File: config.mk
export PLATFORM = sky130hd
export DESIGN_NAME = cigar_string_parser
export DESIGN_NICKNAME = d
export VERILOG_FILES = /design/src/rtl/core/csp_pkg.sv /design/src/rtl/core/cigar_string_parser.sv
export SDC_FILE = /design/constraint.sdc
export NUM_CORES = 1
export LEC_CHECK = 0
export BUFFER_PORTS_ARGS = -buffer_cell sky130_fd_sc_hd__buf_2
export CORE_AREA = 2 2 143 145
export DETAILED_ROUTE_END_ITERATION = 8
export DIE_AREA = 0 0 145 147
export PLACE_DENSITY = 0.77
export SLEW_MARGIN = 20
export SYNTH_ARGS = -nofsm -noshare
export SYNTH_HDL_FRONTEND = slang
export SYNTH_SLANG_ARGS = --single-unit
File: constraint.sdc
create_clock -name clock -period 6.2 [get_ports clock]
set_input_delay 0 -clock clock [delete_from_list [all_inputs] [get_ports clock]]
set_output_delay 0 -clock clock [all_outputs]
set_load 0.02 [all_outputs]
File: src/rtl/core/csp_pkg.sv
`timescale 1ns / 1ps
// ---------------------------------------------------------------------------
// csp_pkg
// Operation codes, character constants and the letter lookup used by the
// cigar string parser and its checker.
// ---------------------------------------------------------------------------
package csp_pkg;

   localparam int unsigned OUT_LEN_BITS = 32;

   typedef enum logic [3:0] {
      OP_M       = 4'd0,
      OP_EQ      = 4'd1,
      OP_X       = 4'd2,
      OP_I       = 4'd3,
      OP_D       = 4'd4,
      OP_S       = 4'd5,
      OP_N       = 4'd6,
      OP_H       = 4'd7,
      OP_P       = 4'd8,
      OP_UNKNOWN = 4'd9,
      OP_END     = 4'd10
   } op_code_type;

   localparam logic [7:0] CHAR_NUL  = 8'h00;
   localparam logic [7:0] CHAR_ZERO = 8'h30;
   localparam logic [7:0] CHAR_NINE = 8'h39;
   localparam logic [7:0] CHAR_M    = 8'h4D;
   localparam logic [7:0] CHAR_EQ   = 8'h3D;
   localparam logic [7:0] CHAR_X    = 8'h58;
   localparam logic [7:0] CHAR_I    = 8'h49;
   localparam logic [7:0] CHAR_D    = 8'h44;
   localparam logic [7:0] CHAR_S    = 8'h53;
   localparam logic [7:0] CHAR_N    = 8'h4E;
   localparam logic [7:0] CHAR_H    = 8'h48;
   localparam logic [7:0] CHAR_P    = 8'h50;

   localparam logic [3:0] DECIMAL_BASE = 4'd10;

   function automatic op_code_type op_lookup(input logic [7:0] ch);
      op_code_type code;
      unique case (ch)
         CHAR_M:  code = OP_M;
         CHAR_EQ: code = OP_EQ;
         CHAR_X:  code = OP_X;
         CHAR_I:  code = OP_I;
         CHAR_D:  code = OP_D;
         CHAR_S:  code = OP_S;
         CHAR_N:  code = OP_N;
         CHAR_H:  code = OP_H;
         CHAR_P:  code = OP_P;
         default: code = OP_UNKNOWN;
      endcase
      return code;
   endfunction

endpackage

File: src/rtl/core/cigar_string_parser.sv
`timescale 1ns / 1ps
// ---------------------------------------------------------------------------
// cigar_string_parser
// Parses a NUL-terminated CIGAR string one byte per beat into operations
// with run length and running total; optional malformed-string checking.
// ---------------------------------------------------------------------------
//  channel   ports    direction  payload
//  request   req_*    in         char_in (8 bits)
//  response  rsp_*    out        op_code, op_char, run_length, total_length,
//                                is_end, malformed, unknown_op
//  csr       csr_*    in         check_mode (write only)
//
//  one byte per cycle unless a byte that makes a result waits on a stalled response;
//  a result goes from the input register through the parse logic into the result register
//  the x10 add and the running-total add set the path between the registers
//  reset clears the string state and the pipeline and sets check_mode to 1
//  a stalled response holds; digits and discarded bytes keep flowing behind
//  it, a byte that makes a result waits in the input register (req_stall)
// ---------------------------------------------------------------------------
module cigar_string_parser #(
   parameter int unsigned LEN_BITS = 32
) (
   input  logic        clock,
   input  logic        reset,
   input  logic        req_valid,
   output logic        req_stall,
   input  logic [7:0]  req_char_in,
   output logic        rsp_valid,
   input  logic        rsp_stall,
   output logic [3:0]  rsp_op_code,
   output logic [7:0]  rsp_op_char,
   output logic [31:0] rsp_run_length,
   output logic [31:0] rsp_total_length,
   output logic        rsp_is_end,
   output logic        rsp_malformed,
   output logic        rsp_unknown_op,
   input  logic        csr_wr_en,
   input  logic        csr_wr_data
);

   localparam int unsigned WIDE_BITS = LEN_BITS + 4;
   localparam int unsigned OUT_BITS  = csp_pkg::OUT_LEN_BITS;

   // input stage
   logic                s1_valid_ff, s1_valid_in;
   logic [7:0]          s1_char_ff;
   logic                s1_load, s1_adv;

   // configuration and string state
   logic                check_mode_ff;
   logic [LEN_BITS-1:0] pend_ff, pend_in;
   logic                digits_ff, digits_in;
   logic [LEN_BITS-1:0] total_ff, total_in;
   logic                discard_ff, discard_in;

   // result register
   logic                rsp_valid_ff, rsp_valid_in;
   logic [3:0]          rsp_op_code_ff, rsp_op_code_in;
   logic [7:0]          rsp_op_char_ff, rsp_op_char_in;
   logic [31:0]         rsp_run_ff, rsp_run_in;
   logic [31:0]         rsp_total_ff, rsp_total_in;
   logic                rsp_end_ff, rsp_end_in;
   logic                rsp_bad_ff, rsp_bad_in;
   logic                rsp_unk_ff, rsp_unk_in;

   // parse logic
   logic                    out_free;
   logic                    emit;
   logic                    is_digit, is_nul;
   csp_pkg::op_code_type    code;
   logic [3:0]              digit_value;
   logic [WIDE_BITS-1:0]    pend_wide, times_ten;
   logic [LEN_BITS-1:0]     pend_next_digit;
   logic [LEN_BITS-1:0]     total_plus;
   logic [LEN_BITS-1:0]     res_run, res_total;
   logic [3:0]              res_code;
   logic [7:0]              res_char;
   logic                    res_end, res_bad, res_unk;
   logic [LEN_BITS+OUT_BITS-1:0] run_ext, total_ext;

   assign out_free  = !rsp_valid_ff || !rsp_stall;
   assign s1_adv    = !emit || out_free;
   assign req_stall = s1_valid_ff && !s1_adv;
   assign s1_load   = req_valid && !req_stall;

   assign is_digit    = (s1_char_ff >= csp_pkg::CHAR_ZERO) &&
                        (s1_char_ff <= csp_pkg::CHAR_NINE);
   assign is_nul      = (s1_char_ff == csp_pkg::CHAR_NUL);
   assign code        = csp_pkg::op_lookup(s1_char_ff);
   assign digit_value = 4'(s1_char_ff - csp_pkg::CHAR_ZERO);

   // pending * 10 + digit, saturating at all ones
   assign pend_wide = WIDE_BITS'(pend_ff);
   assign times_ten = pend_wide * WIDE_BITS'(csp_pkg::DECIMAL_BASE) + WIDE_BITS'(digit_value);
   assign pend_next_digit = (times_ten[WIDE_BITS-1:LEN_BITS] != '0) ? '1
                                                                    : times_ten[LEN_BITS-1:0];

   assign total_plus = total_ff + pend_ff;

   always_comb begin
      pend_in    = pend_ff;
      digits_in  = digits_ff;
      total_in   = total_ff;
      discard_in = discard_ff;
      emit       = 1'b0;
      res_code   = csp_pkg::OP_END;
      res_char   = csp_pkg::CHAR_NUL;
      res_run    = '0;
      res_total  = total_ff;
      res_end    = 1'b0;
      res_bad    = 1'b0;
      res_unk    = 1'b0;
      priority if (discard_ff) begin
         if (is_nul) begin
            pend_in    = '0;
            digits_in  = 1'b0;
            total_in   = '0;
            discard_in = 1'b0;
         end
      end else if (is_digit) begin
         pend_in   = pend_next_digit;
         digits_in = 1'b1;
      end else if (is_nul) begin
         emit      = 1'b1;
         res_run   = pend_ff;
         res_end   = 1'b1;
         // trailing digits are flagged, not added, when checking
         res_bad   = digits_ff && check_mode_ff;
         res_total = res_bad ? total_ff : total_plus;
         pend_in   = '0;
         digits_in = 1'b0;
         total_in  = '0;
      end else begin
         emit     = 1'b1;
         res_code = code;
         res_char = s1_char_ff;
         res_unk  = check_mode_ff && (code == csp_pkg::OP_UNKNOWN);
         if (check_mode_ff && !digits_ff) begin
            // letter with no length closes the string, skip up to the nul
            res_end    = 1'b1;
            res_bad    = 1'b1;
            pend_in    = '0;
            digits_in  = 1'b0;
            total_in   = '0;
            discard_in = 1'b1;
         end else begin
            res_run   = pend_ff;
            res_total = total_plus;
            total_in  = total_plus;
            pend_in   = '0;
            digits_in = 1'b0;
         end
      end
   end

   assign run_ext   = {{OUT_BITS{1'b0}}, res_run};
   assign total_ext = {{OUT_BITS{1'b0}}, res_total};

   always_comb begin
      s1_valid_in = s1_valid_ff;
      if (s1_load) begin
         s1_valid_in = 1'b1;
      end else if (s1_adv) begin
         s1_valid_in = 1'b0;
      end
   end

   always_comb begin
      rsp_valid_in   = rsp_valid_ff;
      rsp_op_code_in = rsp_op_code_ff;
      rsp_op_char_in = rsp_op_char_ff;
      rsp_run_in     = rsp_run_ff;
      rsp_total_in   = rsp_total_ff;
      rsp_end_in     = rsp_end_ff;
      rsp_bad_in     = rsp_bad_ff;
      rsp_unk_in     = rsp_unk_ff;
      if (s1_valid_ff && emit && out_free) begin
         rsp_valid_in   = 1'b1;
         rsp_op_code_in = res_code;
         rsp_op_char_in = res_char;
         rsp_run_in     = run_ext[OUT_BITS-1:0];
         rsp_total_in   = total_ext[OUT_BITS-1:0];
         rsp_end_in     = res_end;
         rsp_bad_in     = res_bad;
         rsp_unk_in     = res_unk;
      end else if (!rsp_stall) begin
         rsp_valid_in = 1'b0;
      end
   end

   always_ff @(posedge clock) begin
      if (reset) begin
         s1_valid_ff   <= 1'b0;
         rsp_valid_ff  <= 1'b0;
         check_mode_ff <= 1'b1;
         pend_ff       <= '0;
         digits_ff     <= 1'b0;
         total_ff      <= '0;
         discard_ff    <= 1'b0;
      end else begin
         s1_valid_ff  <= s1_valid_in;
         rsp_valid_ff <= rsp_valid_in;
         if (csr_wr_en) begin
            check_mode_ff <= csr_wr_data;
         end
         if (s1_valid_ff && s1_adv) begin
            pend_ff    <= pend_in;
            digits_ff  <= digits_in;
            total_ff   <= total_in;
            discard_ff <= discard_in;
         end
      end
   end

   always_ff @(posedge clock) begin
      if (s1_load) begin
         s1_char_ff <= req_char_in;
      end
      rsp_op_code_ff <= rsp_op_code_in;
      rsp_op_char_ff <= rsp_op_char_in;
      rsp_run_ff     <= rsp_run_in;
      rsp_total_ff   <= rsp_total_in;
      rsp_end_ff     <= rsp_end_in;
      rsp_bad_ff     <= rsp_bad_in;
      rsp_unk_ff     <= rsp_unk_in;
   end

   assign rsp_valid        = rsp_valid_ff;
   assign rsp_op_code      = rsp_op_code_ff;
   assign rsp_op_char      = rsp_op_char_ff;
   assign rsp_run_length   = rsp_run_ff;
   assign rsp_total_length = rsp_total_ff;
   assign rsp_is_end       = rsp_end_ff;
   assign rsp_malformed    = rsp_bad_ff;
   assign rsp_unknown_op   = rsp_unk_ff;

endmodule

## After elaboration in Yosys (flattened, before gate mapping)

Index checks and enable logic that the tools add are counted.

| storage, ports and cells | value |
|---|---|
| flip-flop bits (word level) | 156 |
| bits in latches | 0 |
| RAM bits | 0 |
| ROM bits | 0 |
| output and inout bits | 81 |
| memories kept | 0 |

| cells by class | value |
|---|---|
| add/sub/neg operators | 3 |
| multipliers | 1 |
| divide/modulo/power cells | 0 |
| order comparisons | 2 |
| equality and inequality tests | 13 |
| shift-type cells | 0 |
| multiplexer cells | 32 |
| bitwise gates (word level) | 0 |
| reduce and logical (&&, ||, !) cells | 24 |

Operators with widths:

| operator | count |
|---|---|
| 32-bit two-way mux | 15 |
| 8-bit by 7-bit == test with 1-bit output, second input constant | 8 |
| 36-bit by 4-bit adder with 36-bit output | 1 |
| 4-bit case mux with 9 select lines | 1 |
| 32-bit by 3-bit multiplier with 35-bit output, second input constant | 1 |
| 32-bit adder | 1 |
| 1-bit two-way mux | 16 |
| 1-bit logical AND | 9 |
| 8-bit by 6-bit == test with 1-bit output, second input constant | 1 |
| 8-bit by 6-bit >= comparator with 1-bit output, second input constant | 1 |
| 8-bit by 6-bit less-or-equal comparator with 1-bit output, second input constant | 1 |
| 8-bit logical NOT | 1 |
| 1-bit logical NOT | 6 |
| 4-bit == test, second input constant | 1 |
| 2-bit by 1-bit inequality test with 1-bit output, second input constant | 2 |
| 4-bit nonzero test | 1 |
| 4-bit by 1-bit subtractor with 4-bit output, second input constant | 1 |
| 3-bit AND reduction | 1 |
| 3-bit OR reduction | 1 |
| 1-bit logical OR | 2 |
| 2-bit inequality test, second input constant | 1 |
| 2-bit AND reduction | 1 |
| 2-bit nonzero test | 1 |
| 2-bit OR reduction | 1 |

## Depth between registers and ports, before layout

Gate-level depths: netlist of run 1.

| depth | value |
|---|---|
| word-level depth | 11 |
| gate-level depth with buffers | 16 |
| mapped depth without buffers | 14 |

## Least setup slack after synthesis of run 1

OpenSTA, ideal clock, no wires.

| timing path | value |
|---|---|
| path kind | register to register |
| start | register s1_char_ff[3] |
| end | register total_ff[31] |
| setup time | 0.074 ns |
| arrival time | 6.259 ns |
| required time | 6.126 ns |
| setup slack | -0.133 ns |
| cell stages (with the launch flop) | 12 |
| buffers on the path | 3 |
| cell sequence | edfxtp_1 > clkbuf_1 > o21ai_0 > a21oi_1 > nand2_1 > a21oi_1 > and2_1 > clkbuf_1 > and2_1 > clkbuf_1 > a21oi_1 > o21ai_0 |

| on the way | value |
|---|---|
| word-level cells in the longest chain between the ends | 8 |
| elaborated cells between the ends (all ways) | 15 |

RTL lines:

| what | RTL line | text |
|---|---|---|
| start: declaration | cigar_string_parser.sv:46 | `logic [7:0] s1_char_ff;` |
| start signal: assignment | cigar_string_parser.sv:217 | `s1_char_ff <= req_char_in;` |
| 8-bit by 6-bit >= comparator with 1-bit output or 8-bit by 6-bit less-or-equal comparator with 1-bit output (tied branches) | cigar_string_parser.sv:86, cigar_string_parser.sv:87 |  |
| 1-bit logical AND | cigar_string_parser.sv:86 | `assign is_digit = (s1_char_ff >= csp_pkg::CHAR_ZERO) &&` |
| 1-bit two-way mux | cigar_string_parser.sv:120 | `end else if (is_digit) begin` |
| 1-bit two-way mux | cigar_string_parser.sv:113 | `priority if (discard_ff) begin` |
| 1-bit logical NOT | cigar_string_parser.sv:82 | `assign s1_adv = !emit \|\| out_free;` |
| 1-bit logical OR | cigar_string_parser.sv:82 |  |
| 1-bit logical AND | cigar_string_parser.sv:206 | `if (s1_valid_ff && s1_adv) begin` |
| 3-bit AND reduction (no line) | -- |  |
| end signal: assignment | cigar_string_parser.sv:209 | `total_ff <= total_in;` |
| end: declaration | cigar_string_parser.sv:53 | `logic [LEN_BITS-1:0] total_ff, total_in;` |

Parallel ways exist; a longest one is shown, timed or not. The select of a mux whose other input is x is not followed.
A chain may end at the register's enable or synchronous reset.

## Final worst setup path of run 1

| timing path | value |
|---|---|
| start | register pend_ff[1] |
| end | register pend_ff[23] |

| on the way | value |
|---|---|
| word-level cells in the longest chain between the ends | 6 |

RTL lines:

| what | RTL line | text |
|---|---|---|
| start: declaration | cigar_string_parser.sv:51 | `logic [LEN_BITS-1:0] pend_ff, pend_in;` |
| start signal: assignment | cigar_string_parser.sv:207 | `pend_ff <= pend_in;` |
| 32-bit by 3-bit multiplier with 35-bit output (*) | cigar_string_parser.sv:94 | `assign times_ten = pend_wide * WIDE_BITS'(csp_pkg::DECIMAL_BASE) + WIDE_BITS'(digit_value);` |
| 36-bit by 4-bit adder with 36-bit output (*) | cigar_string_parser.sv:94 |  |
| 4-bit nonzero test | cigar_string_parser.sv:95 | `assign pend_next_digit = (times_ten[WIDE_BITS-1:LEN_BITS] != '0) ? '1` |
| 32-bit two-way mux (*) | cigar_string_parser.sv:95 |  |
| 32-bit two-way mux (*) | cigar_string_parser.sv:120 |  |
| 32-bit two-way mux (*) | cigar_string_parser.sv:113 |  |

Every way passes the cells marked *; elsewhere a longest branch is shown, timed or not.

==> metrics, run 1 <==
Remaining Overflow, GRT=0; crit path cell chain=ha_1 -> ha_1 -> inv_1 -> fa_1 -> nand3b_1 -> o21ai_0 -> nor4bb_1 -> or3b_1 -> nor4_1 -> nand4_1 -> nor4_1 -> nor4b_4 -> mux2i_4 -> buf_4 -> o21ai_1; Max FO, Critical Path=31; slowest stage delay, CP=490 ps; I/O pin count=95; element type at the critical path end=flip-flop; combined buffer and inverter count along the critical path=2; vias in the first global route=8411; Total Routing Usage GR=24.25%; library cell with the largest summed area after synthesis=edfxtp_1; TritonCTS clock tree=done; worst endpoint required time=6460 ps; count of unique library cells instantiated by Yosys=77; Max Fclk=0.1938 GHz; cell total after placement=1469; Syn. warnings=0; Layout fillers=1685; number of standard-cell rows in the floorplan=52; drt first-iter violations=715; effective utilization at floorplan=53.81%; final worst slack=1039 ps; Final nets=1341; instance area at placement=11380 um^2; class of the tightest hold or removal check=in2reg; Rel. slew slack=26.23%; HPWL after DPL=18.88 mm; post-layout utilization of the core=60.91%; Root Buffer Master=clkbuf_16; smallest hold slack=91.90 ps; number of remaining DRC errors=0; P per Cell Area=189.9 nW/um^2; Port Buffer Count=94; EDFF count, synth=87; arrival time at the worst endpoint=5430 ps; Worst Path Class, Setup=reg2reg; TritonCTS Buffers=17; synth-to-layout area growth=13.19%; Startpoint Class=flip-flop; largest net degree at the start of global routing=80; clock sink count=156; total setup violations reported at the end of the flow=0; summed area of non-filler cells in the final layout=12090 um^2; cell family with most CP delay=simple AND/OR/NAND/NOR gates; Die Width=145 um; worst setup timing slack at the placement stage=1016 ps; summed instance area of the synthesized netlist=10680 um^2; Avg Synthesized Cell Area=9.309 um^2; maximum level of the CTS H-tree=4; number of vias per cell=6.020; post-CTS setup buffer count=0; wire per inst=17.02 um; setup repair after global routing missed its margin=no; routed wire length=25.75 mm; synthesized instance count=1147; result of the run=finished, final reports clean; share of synthesized registers carrying an async set or reset=0%; overall die height=147 um; net count of the mapped netlist=1258; max-cap viol count=0; Final Skew=10.30 ps; most frequently used flop master after synthesis=edfxtp_1; leak pwr=5.189 nW; clock latency of the later-clocked register in the worst-skew pair=420 ps; floorplan core area=19840 um^2; overall power=2.295 mW; hold path depth=2; share of Yosys cell area claimed by the top area cell type=24.47%; final period demand of the worst path=5161 ps; TNS Setup=0 ps; wire length of the first global-routing pass=42.39 mm; post-layout instance count excluding filler cells=1513; routability cong.=0.8868; initial antenna violation count=0; final worst path period share=83.24%; Synth Register Bits=156; clock buffer depth=2; sequential-to-total area share from yosys stat=37.40%; worst r2r path cells=15; top post-synthesis cells by area=edfxtp_1 (24%), dfxtp_1 (13%), ha_1 (11%), nand2_1 (4.5%), xnor2_1 (3.4%); number of hold-slack violations in the final timing report=0; clock input transition at the sequential cells of the worst setup and hold paths=60 ps; slowest stage cell, crit path=dfxtp_1; peak supply drop=199.1 uV; count of TritonRoute iterations in the first routing pass=5; number of cells on the critical path=15; Final Max Tran Viols=0; actual transition at the worst max-transition pin=1079 ps; proportion of layout cells with a drive suffix above 1=15.45%; Antenna Cells=0; die area=21320 um^2; remaining number of nets flagged by the antenna check after routing=0; number of vias in the routed layout=9109
-- layer usage --
layer / GRT usage [%] / vias to the layer above / part of all wire [%]
li1: - / 4457 / -
met1: 35.77 / 4327 / 49
met2: 37.81 / 294 / 44
met3: 2.112 / 31 / 4.9
met4: 7.921 / 0 / 1.7
met5: 0 / - / 0
-- cells by family (layout without fill, tap and decap cells) --
family,Yosys count,in the layout,synth area share [%]
flip-flops,156,156,37.40
buffers and inverters,81,177,3.082
AND/OR/NAND/NOR,405,405,19.22
multiplexers,11,11,1.090
adder cells (fa/ha/maj),97,97,11.58
XOR/XNOR,66,66,5.414
AO/OA/AOI/OAI,331,331,22.22
-- flip-flops by register name (all words and copies together), names as in the netlist, 4 cells and up --
register and count:
pend_ff 32, rsp_op_char 8, rsp_op_code 4, rsp_run_length 32, rsp_total_length 32, s1_char_ff 8, total_ff 32
-- what timing repair did --
item | in CTS | in global routing
hold buffers | 12 | 0
hold endpoints to repair | 11 | 0
gates resized for setup | 0 | 0
-- worst paths after layout --
check / slack, ps / from / endpoint
worst max-delay path: 1040 / pend_ff[1] / pend_ff[23]
worst min-delay path: 90 / reset / total_ff[24]
worst max register to register: 1040 / pend_ff[1] / pend_ff[23]
worst min register to register: 480 / total_ff[30] / total_ff[30]
-- layout by cell type, fill, tap and decap left out, types with 6 or more instances in the layout --
master	count
nand2_1	129
ha_1	94
buf_2	94
edfxtp_1	87
nor2_1	76
dfxtp_1	69
a21oi_1	64
and2_1	49
a22oi_1	43
xnor2_1	42
o21ai_0	33
inv_1	30
nor3_1	27
a21o_1	27
xor2_1	24
o21ai_2	24
nand3_1	23
clkbuf_16	18
o21bai_1	14
o21a_1	14
o21ai_1	14
a211oi_1	13
and3_1	12
nand2b_1	12
or3_1	12
dlygate4sd3_1	12
nand4_1	10
o211ai_1	9
nor4_1	9
buf_4	9
nor2b_1	8
a22o_1	7
a31oi_1	6
-- where the power goes --
part           switching (mW)  internal (mW)
combinational          0.0986         0.0403
clock                   0.419          0.601
sequential             0.0154           1.12
-- layout make-up --
cell class              instances  area [um^2]  share of cell area, %
multi-input cells             910         6394                  52.90
repair buffers                115        658.1                  5.445
clock inverters                11        108.9                 0.9006
inverters                      30        112.6                 0.9317
clock buffers                  21        481.7                  3.986
well taps                     270        337.8                  2.795
flip-flops and latches        156         3994                  33.04
-- synth_stat cells (all sizes together) (6+ instances only) --
| master | number |
|---|---|
| nand2 | 129 |
| ha | 94 |
| edfxtp | 87 |
| nor2 | 77 |
| o21ai | 71 |
| dfxtp | 69 |
| a21oi | 67 |
| and2 | 49 |
| clkbuf | 46 |
| a22oi | 43 |
| xnor2 | 42 |
| inv | 30 |
| a21o | 27 |
| nor3 | 27 |
| nand3 | 24 |
| xor2 | 24 |
| a211oi | 14 |
| o211ai | 14 |
| o21a | 14 |
| o21bai | 14 |
| and3 | 12 |
| nand2b | 12 |
| or3 | 12 |
| nand4 | 10 |
| nor4 | 9 |
| nor2b | 8 |
| a2111oi | 7 |
| a22o | 7 |
| a31oi | 6 |
| mux2i | 6 |
| nor4b | 6 |
No activity file was read; power rests on OpenSTA's default activity.
==> inputs of run 2 (changes only) <==
--- a/config.mk
+++ b/config.mk
@@ -5,11 +5,12 @@
 export SDC_FILE = /design/constraint.sdc
 export NUM_CORES = 1
 export LEC_CHECK = 0
+export ABC_AREA = 1
 export BUFFER_PORTS_ARGS = -buffer_cell sky130_fd_sc_hd__buf_2
-export CORE_AREA = 2 2 143 145
+export CORE_AREA = 2 2 146 148
 export DETAILED_ROUTE_END_ITERATION = 8
-export DIE_AREA = 0 0 145 147
-export PLACE_DENSITY = 0.77
+export DIE_AREA = 0 0 148 150
+export PLACE_DENSITY = 0.8
 export SLEW_MARGIN = 20
 export SYNTH_ARGS = -nofsm -noshare
 export SYNTH_HDL_FRONTEND = slang
==> constraint.sdc (replaced) <==
create_clock -name clock -period 4.8 [get_ports clock]
set_input_delay 0 -clock clock [delete_from_list [all_inputs] [get_ports clock]]
set_output_delay 0 -clock clock [all_outputs]
set_load 0.02 [all_outputs]
==> run 2 against run 1 <==
Critical path depth rose by 7. Worst hold slack improved by 120 ps. Global-route usage rose by 5.6 points. Die area rose by 4.2%. Fmax rose by 26%. Non-clock buffer count did not move. Synthesized cell count rose by 49%. Register-to-register slack got worse by 340 ps. Routed wire length rose by 27%. Critical endpoint unchanged. Largest power group unchanged. Highest routed layer unchanged.
==> metrics, run 2 <==
result of the run=finished, final reports clean; number of remaining DRC errors=0 (unchanged); element type at the critical path end=flip-flop; vias in the first global route=11000 (+31%); Syn. warnings=0 (unchanged); I/O pin count=95 (unchanged); Final nets=1923 (+43%); Max Fclk=0.2436 GHz (+26%); overall die height=150 um (+2.0%); Antenna Cells=0 (unchanged); TritonCTS Buffers=17 (unchanged); switching power of the nets=759.0 uW (+42%); worst endpoint required time=5080 ps (-1380 ps); P per Cell Area=222.1 nW/um^2 (+17%); most repeated cell in the gate-level netlist after synthesis=nand2_1; Max FO, Critical Path=32 (+3.2%); Rel. slew slack=31.96% (+5.7 points); final period demand of the worst path=4105 ps (-1056 ps); most frequent cells in the layout=nand2_1 (509), inv_1 (264), nor2_1 (160); proportion of layout cells with a drive suffix above 1=12.82% (-2.6 points); cell total after placement=2056 (+40%); net count of the mapped netlist=1823 (+45%); arrival time at the worst endpoint=4380 ps (-1050 ps); top post-synthesis cells by area=edfxtp_1 (22%), nand2_1 (16%), dfxtp_1 (11%), ha_1 (9.7%), inv_1 (8.2%); most frequently used flop master after synthesis=edfxtp_1; setup repair after global routing missed its margin=no; routability cong.=1.000 (+13%); Root Buffer Master=clkbuf_16; count of unique library cells instantiated by Yosys=53 (-31%); TritonCTS clock tree=done; share of total power in the clock network=44.3% (-0.2 points); count of TritonRoute iterations in the first routing pass=5 (unchanged); leading post-synthesis cells by instance count=nand2_1 (510), inv_1 (264), nor2_1 (161); HPWL after DPL=25.17 mm (+33%); number of vias in the routed layout=11400 (+25%); final worst path period share=85.51% (+2.3 points); Final Max Tran Viols=0 (unchanged); wire per inst=15.56 um (-8.6%); wire length of the first global-routing pass=52.84 mm (+25%); die area=22200 um^2 (+4.2%); clock latency of the later-clocked register in the worst-skew pair=430 ps (about the same); leak pwr=6.812 nW (+31%); post-layout utilization of the core=65.37% (+4.5 points); sw frac=25.26% (+2.0 points); Die Width=148 um (+2.1%); routed wire length=32.67 mm (+27%); sequential-to-total area share from yosys stat=32.91% (-4.5 points); clock buffer depth=2 (unchanged); overall power=3.004 mW (+31%); Synth Register Bits=156 (unchanged); EDFF count, synth=87 (unchanged); total setup violations reported at the end of the flow=0 (unchanged); max-cap viol count=0 (unchanged); clock input transition at the sequential cells of the worst setup and hold paths=70 ps (about the same); Avg Synthesized Cell Area=7.089 um^2 (-24%); Worst Path Class, Setup=reg2reg; Port Buffer Count=94 (unchanged); leading cell type in the layout, fill and taps excluded=nand2_1; Remaining Overflow, GRT=0 (unchanged); library cell with the largest summed area after synthesis=edfxtp_1; power share of the combinational group=6.9% (+0.8 points); largest net degree at the start of global routing=81 (+1.3%); peak supply drop=240.6 uV (+21%); effective utilization at floorplan=58.66% (+4.9 points); number of vias per cell=5.428 (-9.8%); Final Skew=11.45 ps (+1.152 ps); share of Yosys cell area claimed by the top area cell type=21.53% (-2.9 points); initial antenna violation count=0 (unchanged); Power Internal=2.245 mW (+27%); TNS Setup=0 ps (unchanged); Total Routing Usage GR=29.88% (+5.6 points); number of standard-cell rows in the floorplan=53 (+1.9%); Startpoint Class=flip-flop; synthesized instance count=1712 (+49%); post-layout instance count excluding filler cells=2100 (+39%); Sequential Power Share=48.7% (-0.8 points); summed instance area of the synthesized netlist=12140 um^2 (+14%); share of synthesized registers carrying an async set or reset=0% (unchanged); clock sink count=156 (unchanged); class of the tightest hold or removal check=in2reg; number of hold-slack violations in the final timing report=0 (unchanged); remaining number of nets flagged by the antenna check after routing=0 (unchanged); synth-to-layout area growth=11.44%; drt first-iter violations=881 (+23%); maximum level of the CTS H-tree=4 (unchanged); floorplan core area=20690 um^2 (+4.3%); number of gates resized after CTS=0 (unchanged); actual transition at the worst max-transition pin=1019 ps (-59.24 ps)
-- run 2: changes by cell type in the layout (fill, tap and decap cells not counted), sizes merged, moves of 27 or more --
cell   change
nand3    +109
a21oi     +65
and2      -47
inv      +241
o21ai     -44
nand2    +406
xnor2     -27
nor2     +101
a22oi     -39
-- run 2: path summary, 6_finish.rpt --
path / slack (ps) / depth (start not counted) / to / start
hold / removal: 210 / 3 / total_ff[2] / reset
setup reg to reg: 700 / 22 / pend_ff[23] / pend_ff[1]
hold reg to reg: 490 / 2 / rsp_valid / rsp_valid
setup / recovery: 700 / 22 / pend_ff[23] / pend_ff[1]
-- run 2: metrics by stage --
| step | setup WS [ps] | hold slack, ps | instance area [um^2] |
|---|---|---|---|
| after floorplan | 514.4 | 98.87 | 12140 |
| after global placement | 801.7 | 180.1 | 12820 |
| after detailed placement | 728.3 | 178.1 | 12830 |
| after CTS | 695.5 | 214.4 | 13530 |
| after global routing | 239.6 | 238.4 | 13530 |
| final | 695.4 | 207.1 | 13530 |
-- run 2: cells by family (layout without fill, tap and decap cells) --
group,Yosys count,in the layout,share of synthesized area [%]
AND/OR/NAND/NOR,903,903,33.40
buffers and inverters,304,417,10.05
AO/OA/AOI/OAI,188,188,8.598
flip-flops,156,156,32.91
adder cells (fa/ha/maj),97,97,10.19
XOR/XNOR,53,53,3.948
multiplexers,11,11,0.9073
-- run 2: worst max-delay path: stages (launching register included) --
cell,delay [ps]
dfxtp_1,480
ha_1,290
ha_1,260
inv_1,80
fa_1,450
nor2_1,160
nand3_1,80
nand2_1,90
nand2_1,60
nor2_2,140
nand3_2,150
nor2_4,140
nand3_2,140
nor2_4,170
nand2_4,100
nor2_8,120
nand2_1,60
nand2_1,70
nand2_2,80
nor2_8,520
nand3_1,140
nand2_1,100
a21oi_1,60
-- run 2: power groups by stage --
| stage | sequential [mW] | clock [mW] | combinational (mW) |
|---|---|---|---|
| after floorplan | 1.53 | 0 | 0.0940 |
| after global placement | 1.49 | 0 | 0.196 |
| after detailed placement | 1.49 | 0 | 0.199 |
| after CTS | 1.46 | 1.34 | 0.208 |
| after global routing | 1.47 | 1.39 | 0.227 |
| final | 1.46 | 1.33 | 0.208 |
-- run 2: metal layers --
| metal | global-route usage, % | vias up | routed length (um) |
|---|---|---|---|
| met3 | 4.970 | 96 | 1864 |
| li1 | - | 5710 | - |
| met4 | 14.10 | 0 | 1405 |
| met1 | 36.75 | 5202 | 13990 |
| met5 | 0 | - | 0 |
| met2 | 51.23 | 391 | 15410 |
-- run 2: timing repair --
item                                    CTS  global route
hold endpoints to repair                 11             0
endpoints found under the setup margin    0             0
hold buffers                             12             0
buffers inserted                          0             0
-- run 2: area by class of cell --
class                   instances  area (um^2)
fillers                      1810         7164
multi-input cells            1252         6943
flip-flops and latches        156         3994
inverters                     270         1013
repair buffers                115        658.1
clock buffers                  19        442.9
well taps                     275        344.1
clock inverters                13        130.1
==> inputs of run 3 (changes only) <==
--- a/config.mk
+++ b/config.mk
@@ -7,10 +7,11 @@
 export LEC_CHECK = 0
 export ABC_AREA = 1
 export BUFFER_PORTS_ARGS = -buffer_cell sky130_fd_sc_hd__buf_2
-export CORE_AREA = 2 2 146 148
+export CORE_AREA = 8 8 152 154
 export DETAILED_ROUTE_END_ITERATION = 8
-export DIE_AREA = 0 0 148 150
+export DIE_AREA = 0 0 160 162
 export PLACE_DENSITY = 0.8
+export REMOVE_ABC_BUFFERS = 1
 export SLEW_MARGIN = 20
 export SYNTH_ARGS = -nofsm -noshare
 export SYNTH_HDL_FRONTEND = slang
==> constraint.sdc (replaced) <==
create_clock -name clock -period 4.8 [get_ports clock]
set_input_delay 0.72 -clock clock [delete_from_list [all_inputs] [get_ports clock]]
set_output_delay 0.72 -clock clock [all_outputs]
set_load 0.02 [all_outputs]
==> run 3 against run 2 <==
Worst setup slack worse by 39 ps. Clock skew grew 0.73 ps. Die area rose by 17%. Design area shrank 0.37%. Utilization is 0.24 points lower. Critical path type unchanged. Power up 5.5%. Global-route usage fell by 5.0 points. Sequential power hardly changed. Via count is 0.75% higher. Final cell count decreased by 0.67%.
==> metrics, run 3 (synthesis gave the netlist of run 2 again) <==
post-layout instance count excluding filler cells=2086 (-0.67%); result of the run=finished, final reports clean; count of TritonRoute iterations in the first routing pass=8 (+3); cell family with most CP delay=simple AND/OR/NAND/NOR gates; clock sink count=156 (unchanged); effective utilization at floorplan=58.66% (unchanged); worst setup timing slack at the placement stage=717.3 ps (-11.04 ps); Startpoint Class=flip-flop; leading cell type in the layout, fill and taps excluded=nand2_1; Port Buffer Count=94 (unchanged); clock latency of the later-clocked register in the worst-skew pair=430 ps (about the same); remaining number of nets flagged by the antenna check after routing=0 (unchanged); summed area of non-filler cells in the final layout=13480 um^2 (-0.37%); HPWL after DPL=24.71 mm (-1.8%); vias in the first global route=11110 (+1.0%); combined buffer and inverter count along the critical path=1 (unchanged); drt first-iter violations=880 (-0.11%); instance area at placement=12810 um^2 (-0.14%); most frequent cell on the critical path=nand2_1; wire per inst=15.65 um (+0.62%); max-cap viol count=0 (unchanged); slowest stage cell, crit path=nor2_8; smallest hold slack=467.7 ps (+260.6 ps); proportion of layout cells with a drive suffix above 1=12.76% (-0.067 points); wire length of the first global-routing pass=53.26 mm (+0.80%); overall die height=162 um (+8.0%); Final nets=1909 (-0.73%); power share of the combinational group=6.5% (-0.4 points); TritonCTS Buffers=17 (unchanged); number of standard-cell rows in the floorplan=53 (unchanged); Die Width=160 um (+8.1%); Max Fclk=0.2413 GHz (-0.94%); post-layout utilization of the core=65.13% (-0.24 points); number of vias per cell=5.506 (+1.4%); routed wire length=32.65 mm (about the same); final period demand of the worst path=4143 ps (+38.83 ps); overall power=3.170 mW (+5.5%); floorplan core area=20690 um^2 (unchanged); Total Routing Usage GR=24.84% (-5.0 points); Antenna Cells=0 (unchanged); final worst slack=656.6 ps (-38.83 ps); worst endpoint required time=5060 ps (-20 ps); cell total after placement=2054 (-0.097%); Sequential Power Share=46.2% (-2.5 points); TritonCTS clock tree=done; sw frac=23.08% (-2.2 points); clock input transition at the sequential cells of the worst setup and hold paths=70 ps (about the same); die area=25920 um^2 (+17%); Max FO, Critical Path=32 (unchanged); arrival time at the worst endpoint=4400 ps (+20 ps); most frequent cells in the layout=nand2_1 (510), inv_1 (264), nor2_1 (160); Worst Path Class, Setup=reg2reg; leak pwr=6.794 nW (-0.26%); crit path cell chain=ha_1 -> ha_1 -> inv_1 -> fa_1 -> nor2_1 -> nand3_1 -> nand2_1 -> nand2_1 -> nor2_2 -> nand3_2 -> nor2_4 -> nand3_2 -> nor2_4 -> nand2_4 -> nor2_8 -> nand2_1 -> nand2_1 -> nand2_2 -> nor2_8 -> nand3_2 -> nand2_1 -> a21oi_1; number of vias in the routed layout=11490 (+0.75%); actual transition at the worst max-transition pin=1059 ps (+39.94 ps); peak supply drop=263.6 uV (+9.6%); Final Max Tran Viols=0 (unchanged); I/O pin count=95 (unchanged); P per Cell Area=235.3 nW/um^2 (+5.9%); TNS Setup=0 ps (unchanged); element type at the critical path end=flip-flop; maximum level of the CTS H-tree=4 (unchanged); initial antenna violation count=0 (unchanged); setup repair after global routing missed its margin=no; routability cong.=0.9622 (-3.8%); reg-to-reg startpoint=pend_ff[1]; class of the tightest hold or removal check=in2reg; Root Buffer Master=clkbuf_16; HP Start=req_char_in[6]; number of remaining DRC errors=0 (unchanged); slowest stage delay, CP=540 ps (+20 ps); clock buffer depth=2 (unchanged); total setup violations reported at the end of the flow=0 (unchanged); synth-to-layout area growth=11.03%; number of gates resized after CTS=0 (unchanged); Rel. slew slack=29.30% (-2.7 points); switching power of the nets=731.8 uW (-3.6%); Remaining Overflow, GRT=0 (unchanged); crit path launch=pend_ff[1]; Power Internal=2.438 mW (+8.6%); number of hold-slack violations in the final timing report=0 (unchanged); post-CTS setup buffer count=0 (unchanged); hold-fix buffer count after cts=0 (-12); Final Skew=12.18 ps (+0.7297 ps); final worst path period share=86.32% (+0.81 points); share of total power in the clock network=47.3% (+3.0 points); worst setup slack for register-to-register paths=660 ps (-40 ps); largest net degree at the start of global routing=81 (unchanged)
[run 3: cell types whose count changed in the layout (fill, tap and decap cells not counted), sizes merged]
cell,delta
clkinv,-2
inv,-2
clkinvlp,-1
bufinv,+3
dlygate4sd3,-12
clkbuf,+2
buf,-2
[run 3: layer usage]
metal / GRT usage [%] / vias to the layer above / share of wire (%)
li1: - / 5680 / -
met1: 28.83 / 5241 / 41
met2: 43.01 / 456 / 47
met3: 4.657 / 108 / 6.3
met4: 13.17 / 0 / 5.2
met5: 0 / - / 0
[run 3: area by class of cell]
type	count	area [um^2]
Fill cell	1822	7214
Multi-Input combinational cell	1252	6940
Sequential cell	156	3994
Inverter	270	1013
Timing Repair Buffer	101	523.0
Clock buffer	21	481.7
Tap cell	275	344.1
Clock inverter	11	178.9
[run 3: worst reg2reg max path: stages (launching register included)]
cell,delay (ps)
dfxtp_1,510
ha_1,290
ha_1,250
inv_1,80
fa_1,450
nor2_1,160
nand3_1,90
nand2_1,100
nand2_1,70
nor2_2,140
nand3_2,150
nor2_4,130
nand3_2,130
nor2_4,150
nand2_4,90
nor2_8,120
nand2_1,60
nand2_1,70
nand2_2,80
nor2_8,540
nand3_2,140
nand2_1,110
a21oi_1,70
[run 3: worst paths after layout]
check | cells past startpoint | to
worst min-delay path | 1 | s1_char_ff[6]
worst min register to register | 2 | rsp_valid
worst max-delay path | 22 | pend_ff[19]
worst max register to register | 22 | pend_ff[19]
[run 3: power by group through the flow]
stage	Clock [mW]	Sequential, mW	Combinational (mW)
CTS	1.50	1.47	0.206
floorplan	0	1.54	0.0799
global route	1.56	1.47	0.222
detailed placement	0	1.49	0.205
global placement	0	1.49	0.201
finish	1.50	1.47	0.206
